[src/hdl/sorted_list_store_defines.svh]
// ----------------------------------------------------------------------------
// sorted_list_store assertion macros
// Concurrent assertion wrappers, compiled out for synthesis.
// ----------------------------------------------------------------------------
`ifndef SORTED_LIST_STORE_DEFINES_SVH
`define SORTED_LIST_STORE_DEFINES_SVH

`ifndef SYNTHESIS
// Plain property, sampled on clk, off while reset is asserted.
`define SLST_ASSERT(name, clk, rst_n, prop, msg) \
    name: assert property (@(posedge clk) disable iff (!rst_n) (prop)) else $error(msg);
// Condition in one cycle implies consequence in the next.
`define SLST_ASSERT_NEXT(name, clk, rst_n, cond, conseq, msg) \
    name: assert property (@(posedge clk) disable iff (!rst_n) (cond) |=> (conseq)) \
        else $error(msg);
`else
`define SLST_ASSERT(name, clk, rst_n, prop, msg)
`define SLST_ASSERT_NEXT(name, clk, rst_n, cond, conseq, msg)
`endif

`endif

[src/hdl/slst_pkg.sv]
// ----------------------------------------------------------------------------
// slst_pkg
// Shared codes and types of the sorted list store.
// ----------------------------------------------------------------------------
package slst_pkg;

    localparam int ACTION_W = 3;
    localparam int STATUS_W = 2;
    localparam int ITEM_W   = 16;
    localparam int COUNT_W  = 6;

    localparam logic [ACTION_W-1:0] ACT_INSERT = 3'd0;
    localparam logic [ACTION_W-1:0] ACT_DEL1   = 3'd1;
    localparam logic [ACTION_W-1:0] ACT_DELALL = 3'd2;
    localparam logic [ACTION_W-1:0] ACT_DUMP   = 3'd3;
    localparam logic [ACTION_W-1:0] ACT_CLEAR  = 3'd4;

    localparam logic [STATUS_W-1:0] ST_OK       = 2'd0;
    localparam logic [STATUS_W-1:0] ST_FULL     = 2'd1;
    localparam logic [STATUS_W-1:0] ST_NOTFOUND = 2'd2;
    localparam logic [STATUS_W-1:0] ST_EMPTY    = 2'd3;

    typedef enum logic [1:0] {
        CELL_HOLD,
        CELL_INSERT,
        CELL_DELETE,
        CELL_ROTATE
    } cell_op_t;

    typedef struct packed {
        cell_op_t op;
        logic     found;
    } cell_ctrl_t;

    typedef enum logic [1:0] {
        S_IDLE,
        S_DELALL,
        S_DUMP
    } state_t;

endpackage

[src/hdl/slst_cell.sv]
// ----------------------------------------------------------------------------
// slst_cell
// One list slot: compares against the broadcast operand and shifts.
// ----------------------------------------------------------------------------
module slst_cell #(
    parameter int VALUE_BITS = 16,
    parameter int FILL_W     = 6,
    parameter int INDEX      = 0
) (
    input  logic                   clk,
    input  slst_pkg::cell_ctrl_t   ctrl,
    input  logic [VALUE_BITS-1:0]  operand,
    input  logic [FILL_W-1:0]      fill,
    input  logic [VALUE_BITS-1:0]  head,
    input  logic [VALUE_BITS-1:0]  prev_slot,
    input  logic                   prev_gt,
    input  logic [VALUE_BITS-1:0]  next_slot,
    output logic [VALUE_BITS-1:0]  slot,
    output logic                   gt,
    output logic                   match
);
    import slst_pkg::*;

    logic [VALUE_BITS-1:0] slot_reg;
    logic [VALUE_BITS-1:0] slot_next;
    logic                  in_use;
    logic                  ge;
    logic                  at_tail;

    assign in_use  = FILL_W'(INDEX) < fill;
    assign at_tail = FILL_W'(INDEX + 1) == fill;
    // slots past the fill count rank above any operand, so insert lands at the end
    assign gt      = !in_use || ($signed(slot_reg) > $signed(operand));
    assign ge      = in_use && ($signed(slot_reg) >= $signed(operand));
    assign match   = in_use && (slot_reg == operand);
    assign slot    = slot_reg;

    always_comb
    begin
        slot_next = slot_reg;
        case (ctrl.op)
            CELL_INSERT:
            begin
                if (prev_gt)
                    slot_next = prev_slot;
                else if (gt)
                    slot_next = operand;
            end
            CELL_DELETE:
            begin
                // from the first match onward the list closes up by one
                if (ctrl.found && ge)
                    slot_next = next_slot;
            end
            CELL_ROTATE:
            begin
                slot_next = at_tail ? head : next_slot;
            end
            default:
            begin
                slot_next = slot_reg;
            end
        endcase
    end

    always_ff @(posedge clk)
    begin
        slot_reg <= slot_next;
    end

endmodule

[src/hdl/sorted_list_store.sv]
// ----------------------------------------------------------------------------
// sorted_list_store
// Ascending sorted list of signed values held in a chain of slot cells.
// ----------------------------------------------------------------------------
// Input items arrive on s_tvalid/s_tready/s_tdata (action and value); results
// leave on m_tvalid/m_tready/m_tdata with m_tlast on the final result of an
// action. The input is taken only when the control is idle and the output
// register is empty or being drained.
// Insert, delete-first, clear and unused codes: the result shows in the output
// register the cycle after the item is taken.
// Delete-all: one entry freed per cycle by a single-step left shift through
// the cells, then one result.
// Dump: one result per stored entry, one per cycle while the receiver takes
// them; the list rotates through cell 0 and is back in place at the end.
// An empty list gives a single result for dump and the deletes.
// A stalled receiver holds the result, freezes dump and keeps the input
// waiting; delete-all starts with the output empty, so it never waits.
// Reset empties the list (fill count to zero) and drops any pending result;
// slot contents are not cleared.
// ----------------------------------------------------------------------------
`include "sorted_list_store_defines.svh"

module sorted_list_store #(
    parameter int CAPACITY   = 32,
    parameter int VALUE_BITS = 16
) (
    input  logic        clk,
    input  logic        rst_n,
    input  logic        s_tvalid,
    output logic        s_tready,
    input  logic [23:0] s_tdata,   // action[2:0], value[18:3], zero pad
    output logic        m_tvalid,
    input  logic        m_tready,
    output logic [31:0] m_tdata,   // item[15:0], entries[21:16], removed[27:22],
                                   // status[29:28], zero pad
    output logic        m_tlast
);
    import slst_pkg::*;

    localparam int FILL_W = $clog2(CAPACITY + 1);

    state_t                state_reg, state_next;
    logic [FILL_W-1:0]     fill_reg, fill_next;
    logic [FILL_W-1:0]     cnt_reg, cnt_next;
    logic [VALUE_BITS-1:0] opnd_reg, opnd_next;
    logic                  ov_reg;
    logic [ITEM_W-1:0]     item_reg, item_next;
    logic [COUNT_W-1:0]    entries_reg, entries_next;
    logic [COUNT_W-1:0]    removed_reg, removed_next;
    logic [STATUS_W-1:0]   status_reg, status_next;
    logic                  last_reg, last_next;

    logic                  accept;
    logic                  out_free;
    logic                  emit;
    logic [ACTION_W-1:0]   action;
    logic [ITEM_W-1:0]     value;
    logic [VALUE_BITS+15:0] value_ext;
    logic [VALUE_BITS-1:0] in_v;
    logic [VALUE_BITS-1:0] operand;
    cell_ctrl_t            ctrl;
    cell_op_t              cell_op;
    logic                  found;

    logic [VALUE_BITS-1:0] slot_w [CAPACITY];
    logic [VALUE_BITS-1:0] prev_w [CAPACITY];
    logic [VALUE_BITS-1:0] nxt_w  [CAPACITY];
    logic [CAPACITY:0]     gt_chain;
    logic [CAPACITY-1:0]   match_w;

    function automatic logic [COUNT_W-1:0] to_count(input logic [FILL_W-1:0] c);
        logic [FILL_W+COUNT_W-1:0] t;
        t = {{COUNT_W{1'b0}}, c};
        return t[COUNT_W-1:0];
    endfunction

    function automatic logic [ITEM_W-1:0] to_item(input logic [VALUE_BITS-1:0] s);
        logic [VALUE_BITS+ITEM_W-1:0] t;
        t = {{ITEM_W{1'b0}}, s};
        return t[ITEM_W-1:0];
    endfunction

    assign action    = s_tdata[ACTION_W-1:0];
    assign value     = s_tdata[ACTION_W+ITEM_W-1:ACTION_W];
    // the field is taken as VALUE_BITS wide: cut down, or filled with zeros above
    assign value_ext = {{VALUE_BITS{1'b0}}, value};
    assign in_v      = value_ext[VALUE_BITS-1:0];

    assign out_free = !ov_reg || m_tready;
    assign s_tready = (state_reg == S_IDLE) && out_free;
    assign accept   = s_tvalid && s_tready;
    assign operand  = (state_reg == S_IDLE) ? in_v : opnd_reg;

    // ---------------- cell chain ----------------
    assign gt_chain[0] = 1'b0;
    assign found       = |match_w;
    assign ctrl.op     = cell_op;
    assign ctrl.found  = found;

    for (genvar i = 0; i < CAPACITY; i++)
    begin : g_cell
        if (i == 0)
        begin : g_first
            assign prev_w[i] = slot_w[i];
        end
        else
        begin : g_mid
            assign prev_w[i] = slot_w[i-1];
        end
        if (i == CAPACITY - 1)
        begin : g_last
            assign nxt_w[i] = slot_w[i];
        end
        else
        begin : g_inner
            assign nxt_w[i] = slot_w[i+1];
        end

        slst_cell #(
            .VALUE_BITS (VALUE_BITS),
            .FILL_W     (FILL_W),
            .INDEX      (i)
        ) u_cell (
            .clk       (clk),
            .ctrl      (ctrl),
            .operand   (operand),
            .fill      (fill_reg),
            .head      (slot_w[0]),
            .prev_slot (prev_w[i]),
            .prev_gt   (gt_chain[i]),
            .next_slot (nxt_w[i]),
            .slot      (slot_w[i]),
            .gt        (gt_chain[i+1]),
            .match     (match_w[i])
        );
    end

    // ---------------- control: next state ----------------
    always_comb
    begin
        state_next = state_reg;
        unique case (state_reg)
            S_IDLE:
            begin
                if (accept && fill_reg != '0)
                begin
                    if (action == ACT_DELALL)
                        state_next = S_DELALL;
                    else if (action == ACT_DUMP)
                        state_next = S_DUMP;
                end
            end
            S_DELALL:
            begin
                if (!found && out_free)
                    state_next = S_IDLE;
            end
            S_DUMP:
            begin
                if (out_free && (cnt_reg + 1'b1 == fill_reg))
                    state_next = S_IDLE;
            end
            default:
            begin
                state_next = S_IDLE;
            end
        endcase
    end

    // ---------------- control: outputs ----------------
    always_comb
    begin
        cell_op      = CELL_HOLD;
        emit         = 1'b0;
        fill_next    = fill_reg;
        cnt_next     = cnt_reg;
        opnd_next    = opnd_reg;
        item_next    = '0;
        entries_next = to_count(fill_reg);
        removed_next = '0;
        status_next  = ST_OK;
        last_next    = 1'b1;
        unique case (state_reg)
            S_IDLE:
            begin
                if (accept)
                begin
                    unique case (action)
                        ACT_INSERT:
                        begin
                            emit = 1'b1;
                            if (fill_reg == FILL_W'(CAPACITY))
                                status_next = ST_FULL;
                            else
                            begin
                                cell_op      = CELL_INSERT;
                                fill_next    = fill_reg + 1'b1;
                                entries_next = to_count(fill_reg + 1'b1);
                            end
                        end
                        ACT_DEL1:
                        begin
                            emit = 1'b1;
                            if (fill_reg == '0)
                                status_next = ST_EMPTY;
                            else if (found)
                            begin
                                cell_op      = CELL_DELETE;
                                fill_next    = fill_reg - 1'b1;
                                entries_next = to_count(fill_reg - 1'b1);
                                removed_next = COUNT_W'(1);
                            end
                            else
                                status_next = ST_NOTFOUND;
                        end
                        ACT_DELALL:
                        begin
                            opnd_next = in_v;
                            cnt_next  = '0;
                            if (fill_reg == '0)
                            begin
                                emit        = 1'b1;
                                status_next = ST_EMPTY;
                            end
                        end
                        ACT_DUMP:
                        begin
                            cnt_next = '0;
                            if (fill_reg == '0)
                            begin
                                emit        = 1'b1;
                                status_next = ST_EMPTY;
                            end
                        end
                        ACT_CLEAR:
                        begin
                            emit         = 1'b1;
                            fill_next    = '0;
                            entries_next = '0;
                            removed_next = to_count(fill_reg);
                        end
                        default:
                        begin
                            emit = 1'b1;
                        end
                    endcase
                end
            end
            S_DELALL:
            begin
                if (found)
                begin
                    // one matching entry leaves per cycle
                    cell_op   = CELL_DELETE;
                    fill_next = fill_reg - 1'b1;
                    cnt_next  = cnt_reg + 1'b1;
                end
                else if (out_free)
                begin
                    emit         = 1'b1;
                    removed_next = to_count(cnt_reg);
                    status_next  = (cnt_reg != '0) ? ST_OK : ST_NOTFOUND;
                end
            end
            S_DUMP:
            begin
                if (out_free)
                begin
                    cell_op   = CELL_ROTATE;
                    emit      = 1'b1;
                    item_next = to_item(slot_w[0]);
                    last_next = (cnt_reg + 1'b1 == fill_reg);
                    cnt_next  = cnt_reg + 1'b1;
                end
            end
            default:
            begin
                cell_op = CELL_HOLD;
            end
        endcase
    end

    // ---------------- registers ----------------
    always_ff @(posedge clk or negedge rst_n)
    begin
        if (!rst_n)
        begin
            state_reg <= S_IDLE;
            fill_reg  <= '0;
            cnt_reg   <= '0;
            ov_reg    <= 1'b0;
        end
        else
        begin
            state_reg <= state_next;
            fill_reg  <= fill_next;
            cnt_reg   <= cnt_next;
            if (emit)
                ov_reg <= 1'b1;
            else if (m_tready)
                ov_reg <= 1'b0;
        end
    end

    always_ff @(posedge clk)
    begin
        opnd_reg <= opnd_next;
        if (emit)
        begin
            item_reg    <= item_next;
            entries_reg <= entries_next;
            removed_reg <= removed_next;
            status_reg  <= status_next;
            last_reg    <= last_next;
        end
    end

    assign m_tvalid = ov_reg;
    assign m_tlast  = last_reg;
    assign m_tdata  = {2'b00, status_reg, removed_reg, entries_reg, item_reg};

    // ---------------- assertions ----------------
    `SLST_ASSERT(a_fill_bound, clk, rst_n, fill_reg <= FILL_W'(CAPACITY),
        "fill count beyond capacity")
    `SLST_ASSERT(a_dump_cnt, clk, rst_n, (state_reg != S_DUMP) || (cnt_reg < fill_reg),
        "dump counter past fill count")
    `SLST_ASSERT_NEXT(a_delall_enter, clk, rst_n,
        accept && (action == ACT_DELALL) && (fill_reg != '0),
        state_reg == S_DELALL, "delete-all did not start")
    `SLST_ASSERT_NEXT(a_insert_grow, clk, rst_n,
        accept && (action == ACT_INSERT) && (fill_reg < FILL_W'(CAPACITY)),
        fill_reg == $past(fill_reg) + 1'b1, "insert did not grow the list")

endmodule
[config.mk]
export PLATFORM = sky130hd
export DESIGN_NAME = sorted_list_store
export DESIGN_NICKNAME = d
export VERILOG_FILES = /design/src/hdl/slst_pkg.sv /design/src/hdl/slst_cell.sv /design/src/hdl/sorted_list_store.sv
export VERILOG_INCLUDE_DIRS = /design/src /design/src/hdl
export SDC_FILE = /design/constraint.sdc
export NUM_CORES = 2
export LEC_CHECK = 0
export ABC_CLOCK_PERIOD_IN_PS = 10150
export BUFFER_PORTS_ARGS = -buffer_cell sky130_fd_sc_hd__buf_2
export CORE_ASPECT_RATIO = 0.7
export CORE_UTILIZATION = 45
export CTS_CLUSTER_DIAMETER = 150
export DETAILED_ROUTE_END_ITERATION = 8
export SKIP_CTS_REPAIR_TIMING = 1
export SLEW_MARGIN = 10
export SYNTH_ARGS = -nofsm -noshare
export SYNTH_HDL_FRONTEND = slang
export SYNTH_HIERARCHICAL = 1
export SYNTH_SLANG_ARGS = --single-unit
[constraint.sdc]
create_clock -name clk -period 10.15 [get_ports clk]
set_clock_uncertainty 0.1 [all_clocks]
set_input_delay 0.5075 -clock clk [delete_from_list [all_inputs] [get_ports clk]]
set_output_delay 0.5075 -clock clk [all_outputs]
set_load 0.01 [all_outputs]
======== Word level (Yosys, flattened, before mapping) ========
Cells that the tools add are included.
storage, ports and cells
  bits in registers ....................... 574
  input bits .............................. 28
  output and inout port bits .............. 35
  word-level logic and storage cells ...... 711
operators by class
  add/sub/neg operators ................... 3
  $lt $le $gt $ge ......................... 95
  equality and inequality tests ........... 148
  multiplexer cells ....................... 209
  reductions and logical operators ........ 214
operators by type and width
  kind                  number
  $mux W16              127
  $pmux W16 S3          31
  $eq A16 B16 Y1        32
  $gt A16 B16 Y1        32
  $ge A16 B16 Y1        31
  $logic_and A1 B1 Y1   99
  $eq A5 B6 Y1 const A  16
  $lt A5 B6 Y1 const A  16
  $ne A3 B1 Y1 const B  32
  $reduce_and A3 Y1     32
  $mux W6               12
  $ne A2 B1 Y1 const B  34
  $eq A4 B6 Y1 const A  8
  $lt A4 B6 Y1 const A  8
  $pmux W6 S2           3
  $pmux W6 S3           2
  $logic_not A1 Y1      34
  $logic_or A1 B1 Y1    33
  $mux W2               16
  $pmux W16 S2          1
  $reduce_or A32 Y1     1
  $eq A3 B6 Y1 const A  4
  $lt A3 B6 Y1 const A  4
  $pmux W2 S3           3
  other kinds (28)      58

======== Depth between registers and ports, before layout ========
  depth in word-level cells ............... 13
  depth in mapped cells ................... 24
  depth with buffers taken out ............ 21

======== Modules after synthesis ========
The synthesis kept the hierarchy.
modules (own cells, without submodules)
  module                         instances  cells an instance  area each (sq um)  sequential area each (sq um)
  sorted_list_store              1          327                3,508.4            1,786.7
  slst_cell (g_cell[5].u_cell)   1          163                1,536.5            480.5
  slst_cell (g_cell[2].u_cell)   1          165                1,530.2            480.5
  slst_cell (g_cell[15].u_cell)  1          169                1,521.5            480.5
  slst_cell (g_cell[8].u_cell)   1          163                1,519.0            480.5
  slst_cell (g_cell[30].u_cell)  1          170                1,514.0            480.5
  slst_cell (g_cell[23].u_cell)  1          166                1,506.4            480.5
  slst_cell (g_cell[3].u_cell)   1          163                1,503.9            480.5
  slst_cell (g_cell[20].u_cell)  1          160                1,497.7            480.5
  slst_cell (g_cell[11].u_cell)  1          164                1,496.4            480.5
  slst_cell (g_cell[25].u_cell)  1          163                1,495.2            480.5
  slst_cell (g_cell[14].u_cell)  1          163                1,490.2            480.5
  slst_cell (g_cell[22].u_cell)  1          166                1,490.2            480.5
  slst_cell (g_cell[27].u_cell)  1          160                1,487.7            480.5
  19 more rows                   -          -                  -                  -

======== Worst setup path after synthesis ========
Ideal clock, no wire load.
  path type ............................... reg-to-reg
  start point ............................. register fill_reg[1]
  end point ............................... register g_cell[8].u_cell.slot_reg[0], enable pin
  setup time .............................. 0.414 ns
  arrival time ............................ 7.891 ns
  required time ........................... 9.636 ns
  path slack .............................. 1.745 ns
  cell stages (with the launch flop) ...... 14
  buffers on the path ..................... 1
  clock period less this slack ............ 8.405 ns
  path through ............................ dfrtp_1 clkbuf_1 inv_1 ha_1 or4b_4 o21ai_1 nor2_1 nor2_1 nor2_1 o21a_1 a31oi_1 o21ai_0 a21oi_1 a211oi_1
on the way
  elaborated cells between the ends (all ways) .. 86
  classes of those cells .................. order compare (32); eq/ne (6); mux (6); reduce/logical (42)
RTL lines
  item                                                         line                                                source
  from (decl)                                                  sorted_list_store.sv:43                             logic [FILL_W-1:0] fill_reg, fill_next;
  from (signal assigned)                                       sorted_list_store.sv:296                            fill_reg <= fill_next;
  $eq A6 B6 Y1 or $logic_not A6 Y1 (tied branches)             sorted_list_store.sv:192, sorted_list_store.sv:204
  $mux W1 or $mux W2 (tied branches)                           sorted_list_store.sv:192, sorted_list_store.sv:204
  $pmux W2 S2 (*)                                              sorted_list_store.sv:188                            unique case (action)
  $mux W2 (*)                                                  sorted_list_store.sv:186                            if (accept)
  $pmux W2 S3 (*)                                              sorted_list_store.sv:183                            unique case (state_reg)
  via cell_op[0]                                               sorted_list_store.sv:62                             cell_op_t cell_op;
  $eq A2 B1 Y1 or $eq A2 B2 Y1 (tied branches)                 slst_cell.sv:41                                     case (ctrl.op)
  $ne A3 B1 Y1 (no source line), or another cell as far along  -
  $reduce_and A3 Y1 (no source line) (*)                       -
  to (signal assigned)                                         slst_cell.sv:68                                     slot_reg <= slot_next;
  to (decl)                                                    slst_cell.sv:24                                     logic [VALUE_BITS-1:0] slot_reg;
The timed path passes the listed nets; every way through them passes the cells marked *.
A chain may end at the register's enable or synchronous reset.

======== Final worst setup path ========
  start point ............................. register state_reg[0]
  end point ............................... register g_cell[24].u_cell.slot_reg[10], enable pin
on the way
  longest elaborated chain between the ends .. 13
  elaborated cells between the ends (all ways) .. 90
  classes of those cells .................. order compare (3); eq/ne (39); mux (6); reduce/logical (42)
RTL lines
  item                                                         line                                                source
  from (decl)                                                  sorted_list_store.sv:42                             state_t state_reg, state_next;
  from (signal assigned)                                       sorted_list_store.sv:295                            state_reg <= state_next;
  $logic_not A2 Y1 (*)                                         sorted_list_store.sv:92                             assign operand = (state_reg == S_IDLE) ? in_v : opnd_reg;
  $mux W16 (*)                                                 sorted_list_store.sv:92
  via operand[6]                                               sorted_list_store.sv:60                             logic [VALUE_BITS-1:0] operand;
  $eq A16 B16 Y1 (*)                                           slst_cell.sv:35                                     assign match = in_use && (slot_reg == operand);
  $logic_and A1 B1 Y1 (*)                                      slst_cell.sv:35
  via match_w[6]                                               sorted_list_store.sv:69                             logic [CAPACITY-1:0] match_w;
  $reduce_or A32 Y1 (*)                                        sorted_list_store.sv:96                             assign found = |match_w;
  via found                                                    sorted_list_store.sv:63                             logic found;
  $mux W2 (*)                                                  sorted_list_store.sv:206, sorted_list_store.sv:251
  $mux W2                                                      sorted_list_store.sv:204                            if (fill_reg == '0)
  $pmux W2 S2                                                  sorted_list_store.sv:188
  $mux W2                                                      sorted_list_store.sv:186
  $pmux W2 S3 (*)                                              sorted_list_store.sv:183
  via cell_op[1]                                               sorted_list_store.sv:62
  $eq A2 B1 Y1 or $eq A2 B2 Y1 (tied branches)                 slst_cell.sv:41
  $ne A3 B1 Y1 (no source line), or another cell as far along  -
  $reduce_and A3 Y1 (no source line) (*)                       -
  to (signal assigned)                                         slst_cell.sv:68
  to (decl)                                                    slst_cell.sv:24
Marked as above.

==> implementation parameters <==
Parameter                              Value

Detailed routing
  Drt total wl    181,000 um
  Length of the first detailed-routing pass in iterations    6
  Number of nets still failing antenna checks after routing    0
  Post-route DRC violation count    0
  Vias per inst    approximately 6.3
  Drt first-iter violations    5,558
  Wire per inst    25.7 um
  Via total after detailed routing    44,600

Layout
  Proportion of layout cells with a drive suffix above 1    0.0917
  Multi-input logic area    30,300 um2
  Layout net count    6,050
  Synthesis-to-finish area growth    8.33%
  Total area of sequential cells    about 17,000 um2
  Number of flip-flops in the largest register    512
  Fillcell total    10,400

Placement
  Count of buffers from port buffering    55
  Placer Congestion    0.940
  Placed wire-length estimate    between 100,000 and 150,000 um

Critical path
  Endpoint required time on the critical path    10.35 ns
  Classification of the worst setup path    reg -> reg
  Sort of element at the end of the critical path    flip-flop
  Crit start category    flip-flop
  Maximum net fanout on the critical path    between 80 and 90
  CP Data Arrival Time    8.82 ns

Die
  Number of I/O pins    63
  Total die area    115,000 um2
  Core Area    111,000 um2
  Initial Utilization    0.457
  Chip height    284 um
  Die width    404 um
  Number of rows created at floorplan    102

Synthesis
  Synthesized area    51,000 um2
  Yosys synthesis warning count    6
  Post-synthesis cell count    5,546
  Synthesized area per cell    ~9 um2

STA
  Number of setup violations in the final report    0
  Unrepaired setup endpoints after global routing    false
  Hold violation count in the final report    0
  Number of max-slew violations in the final report    0
  Worst slew pin tran    1.30 ns
  Highest achievable clock rate    around 120 MHz
  Minimum period implied by the final worst setup slack    8.61 ns
  Period utilization    0.849
  Worst relative slew slack    0.112
  Total Negative Setup Slacks    0 ns

Clock network
  Num Clock Sinks    around 570
  CTS tree    yes
  Bufs on Longest Clock Path    3
  Clk_lat worst skew    0.68 ns
  Count of H-tree levels built during CTS    3
  Library cell used as clock root buffer    sky130_fd_sc_hd__clkbuf_16
  Clk slew on worst S/H paths    0.06 ns
  Cts bufs inserted    70

Global route
  Via count of the first global-routing pass    40,600
  Maximum number of pins on one net before global-route repair    128
  First-pass GRT wire length    267,000 um
  Antenna violations before repair    3
  Total gr overflow    0
  Overall track demand over capacity in global routing    0.307

Outcome
  Run status    finished, final reports clean

Run
  Max Cap Viol    0

Min path
  Worst Hold Class    in -> reg
-- stage by stage --
step | hold WS (ns) | setup slack (ns) | cell area [um2] | utilization | instances
5_1_grt | 0.0879 | 1.19 | 55200 | 0.495 | 7060
3_3_place_gp | 0.363 | 1.96 | 52900 | 0.475 | 6919
2_1_floorplan | 0.112 | 1.75 | 51000 | - | 5548
3_5_place_dp | 0.364 | 1.87 | 52900 | 0.475 | 6919
6_report | 0.0769 | 1.54 | 55200 | 0.495 | 7062
4_1_cts | -0.369 | 1.81 | 55000 | 0.494 | 7042
-- worst max-delay path, stage by stage, from the launching register on --
cell and delay (ns):
sky130_fd_sc_hd__dfrtp_1 0.41, sky130_fd_sc_hd__inv_1 0.11, sky130_fd_sc_hd__ha_1 0.36, sky130_fd_sc_hd__buf_4 0.33, sky130_fd_sc_hd__mux2_2 0.82, sky130_fd_sc_hd__buf_4 0.40, sky130_fd_sc_hd__inv_1 0.12, sky130_fd_sc_hd__ha_1 0.33
sky130_fd_sc_hd__and4_2 0.23, sky130_fd_sc_hd__nand4_1 0.16, sky130_fd_sc_hd__or2_2 0.37, sky130_fd_sc_hd__nor2b_1 0.41, sky130_fd_sc_hd__nor4_1 0.26, sky130_fd_sc_hd__nand4_1 0.16, sky130_fd_sc_hd__nor2_1 0.09, sky130_fd_sc_hd__buf_4 0.21
sky130_fd_sc_hd__inv_2 0.28, sky130_fd_sc_hd__o21ai_0 0.26, sky130_fd_sc_hd__a21oi_4 0.66, sky130_fd_sc_hd__buf_4 0.77, sky130_fd_sc_hd__nand3b_1 0.21, sky130_fd_sc_hd__a2bb2oi_1 0.18, sky130_fd_sc_hd__a22o_1 0.22, sky130_fd_sc_hd__a21oi_2 0.70
-- final cells by class --
| cell class | count | share of cell area |
|---|---|---|
| multi-input cells | 4077 | 0.549 |
| flip-flops and latches | 574 | 0.311 |
| inverters | 578 | 0.0393 |
| well taps | 1508 | 0.0342 |
| clock buffers | 90 | 0.0336 |
| repair buffers | 200 | 0.0282 |
| clock inverters | 33 | 0.00451 |
| diodes | 2 | 0.0000907 |
-- final timing paths --
path	start	endpoint	slack, ns	cells past startpoint
worst max register to register	state_reg[0]	g_cell[24].u_cell/slot[10]	1.54	23
worst min-delay path	m_tready	m_tvalid	0.08	4
worst max-delay path	state_reg[0]	g_cell[24].u_cell/slot[10]	1.54	23
worst min register to register	cnt_reg[5]	cnt_reg[5]	0.49	1
min in group asynchronous	rst_n	cnt_reg[5]	0.21	2
max in group asynchronous	rst_n	fill_reg[5]	9.40	2
-- cell usage in the layout (no fill, tap or decap), drive strengths merged, types with 34 or more instances in the layout --
master  count
clkbuf     91
o21ai      79
a211oi    519
nand2     205
and3       45
nor2b      61
nand2b     34
buf       182
a21o       78
mux2i     504
nor3       50
nand3      87
edfxtp    559
nor2      590
inv       582
a31oi      39
a21oi     687
nand4      98
ha        521
-- per-layer routing --
| layer | part of all wire | up-vias | track usage |
|---|---|---|---|
| met5 | 0.000039 | - | 0 |
| met4 | 0.019 | 2 | 0.0645 |
| met3 | 0.13 | 213 | 0.0896 |
| met2 | 0.37 | 2249 | 0.388 |
| met1 | 0.48 | 21500 | 0.494 |
| li1 | - | 20700 | - |
Power is not shown: default switching activity piles up to over one toggle a cycle in this logic, so the estimate is an artifact.
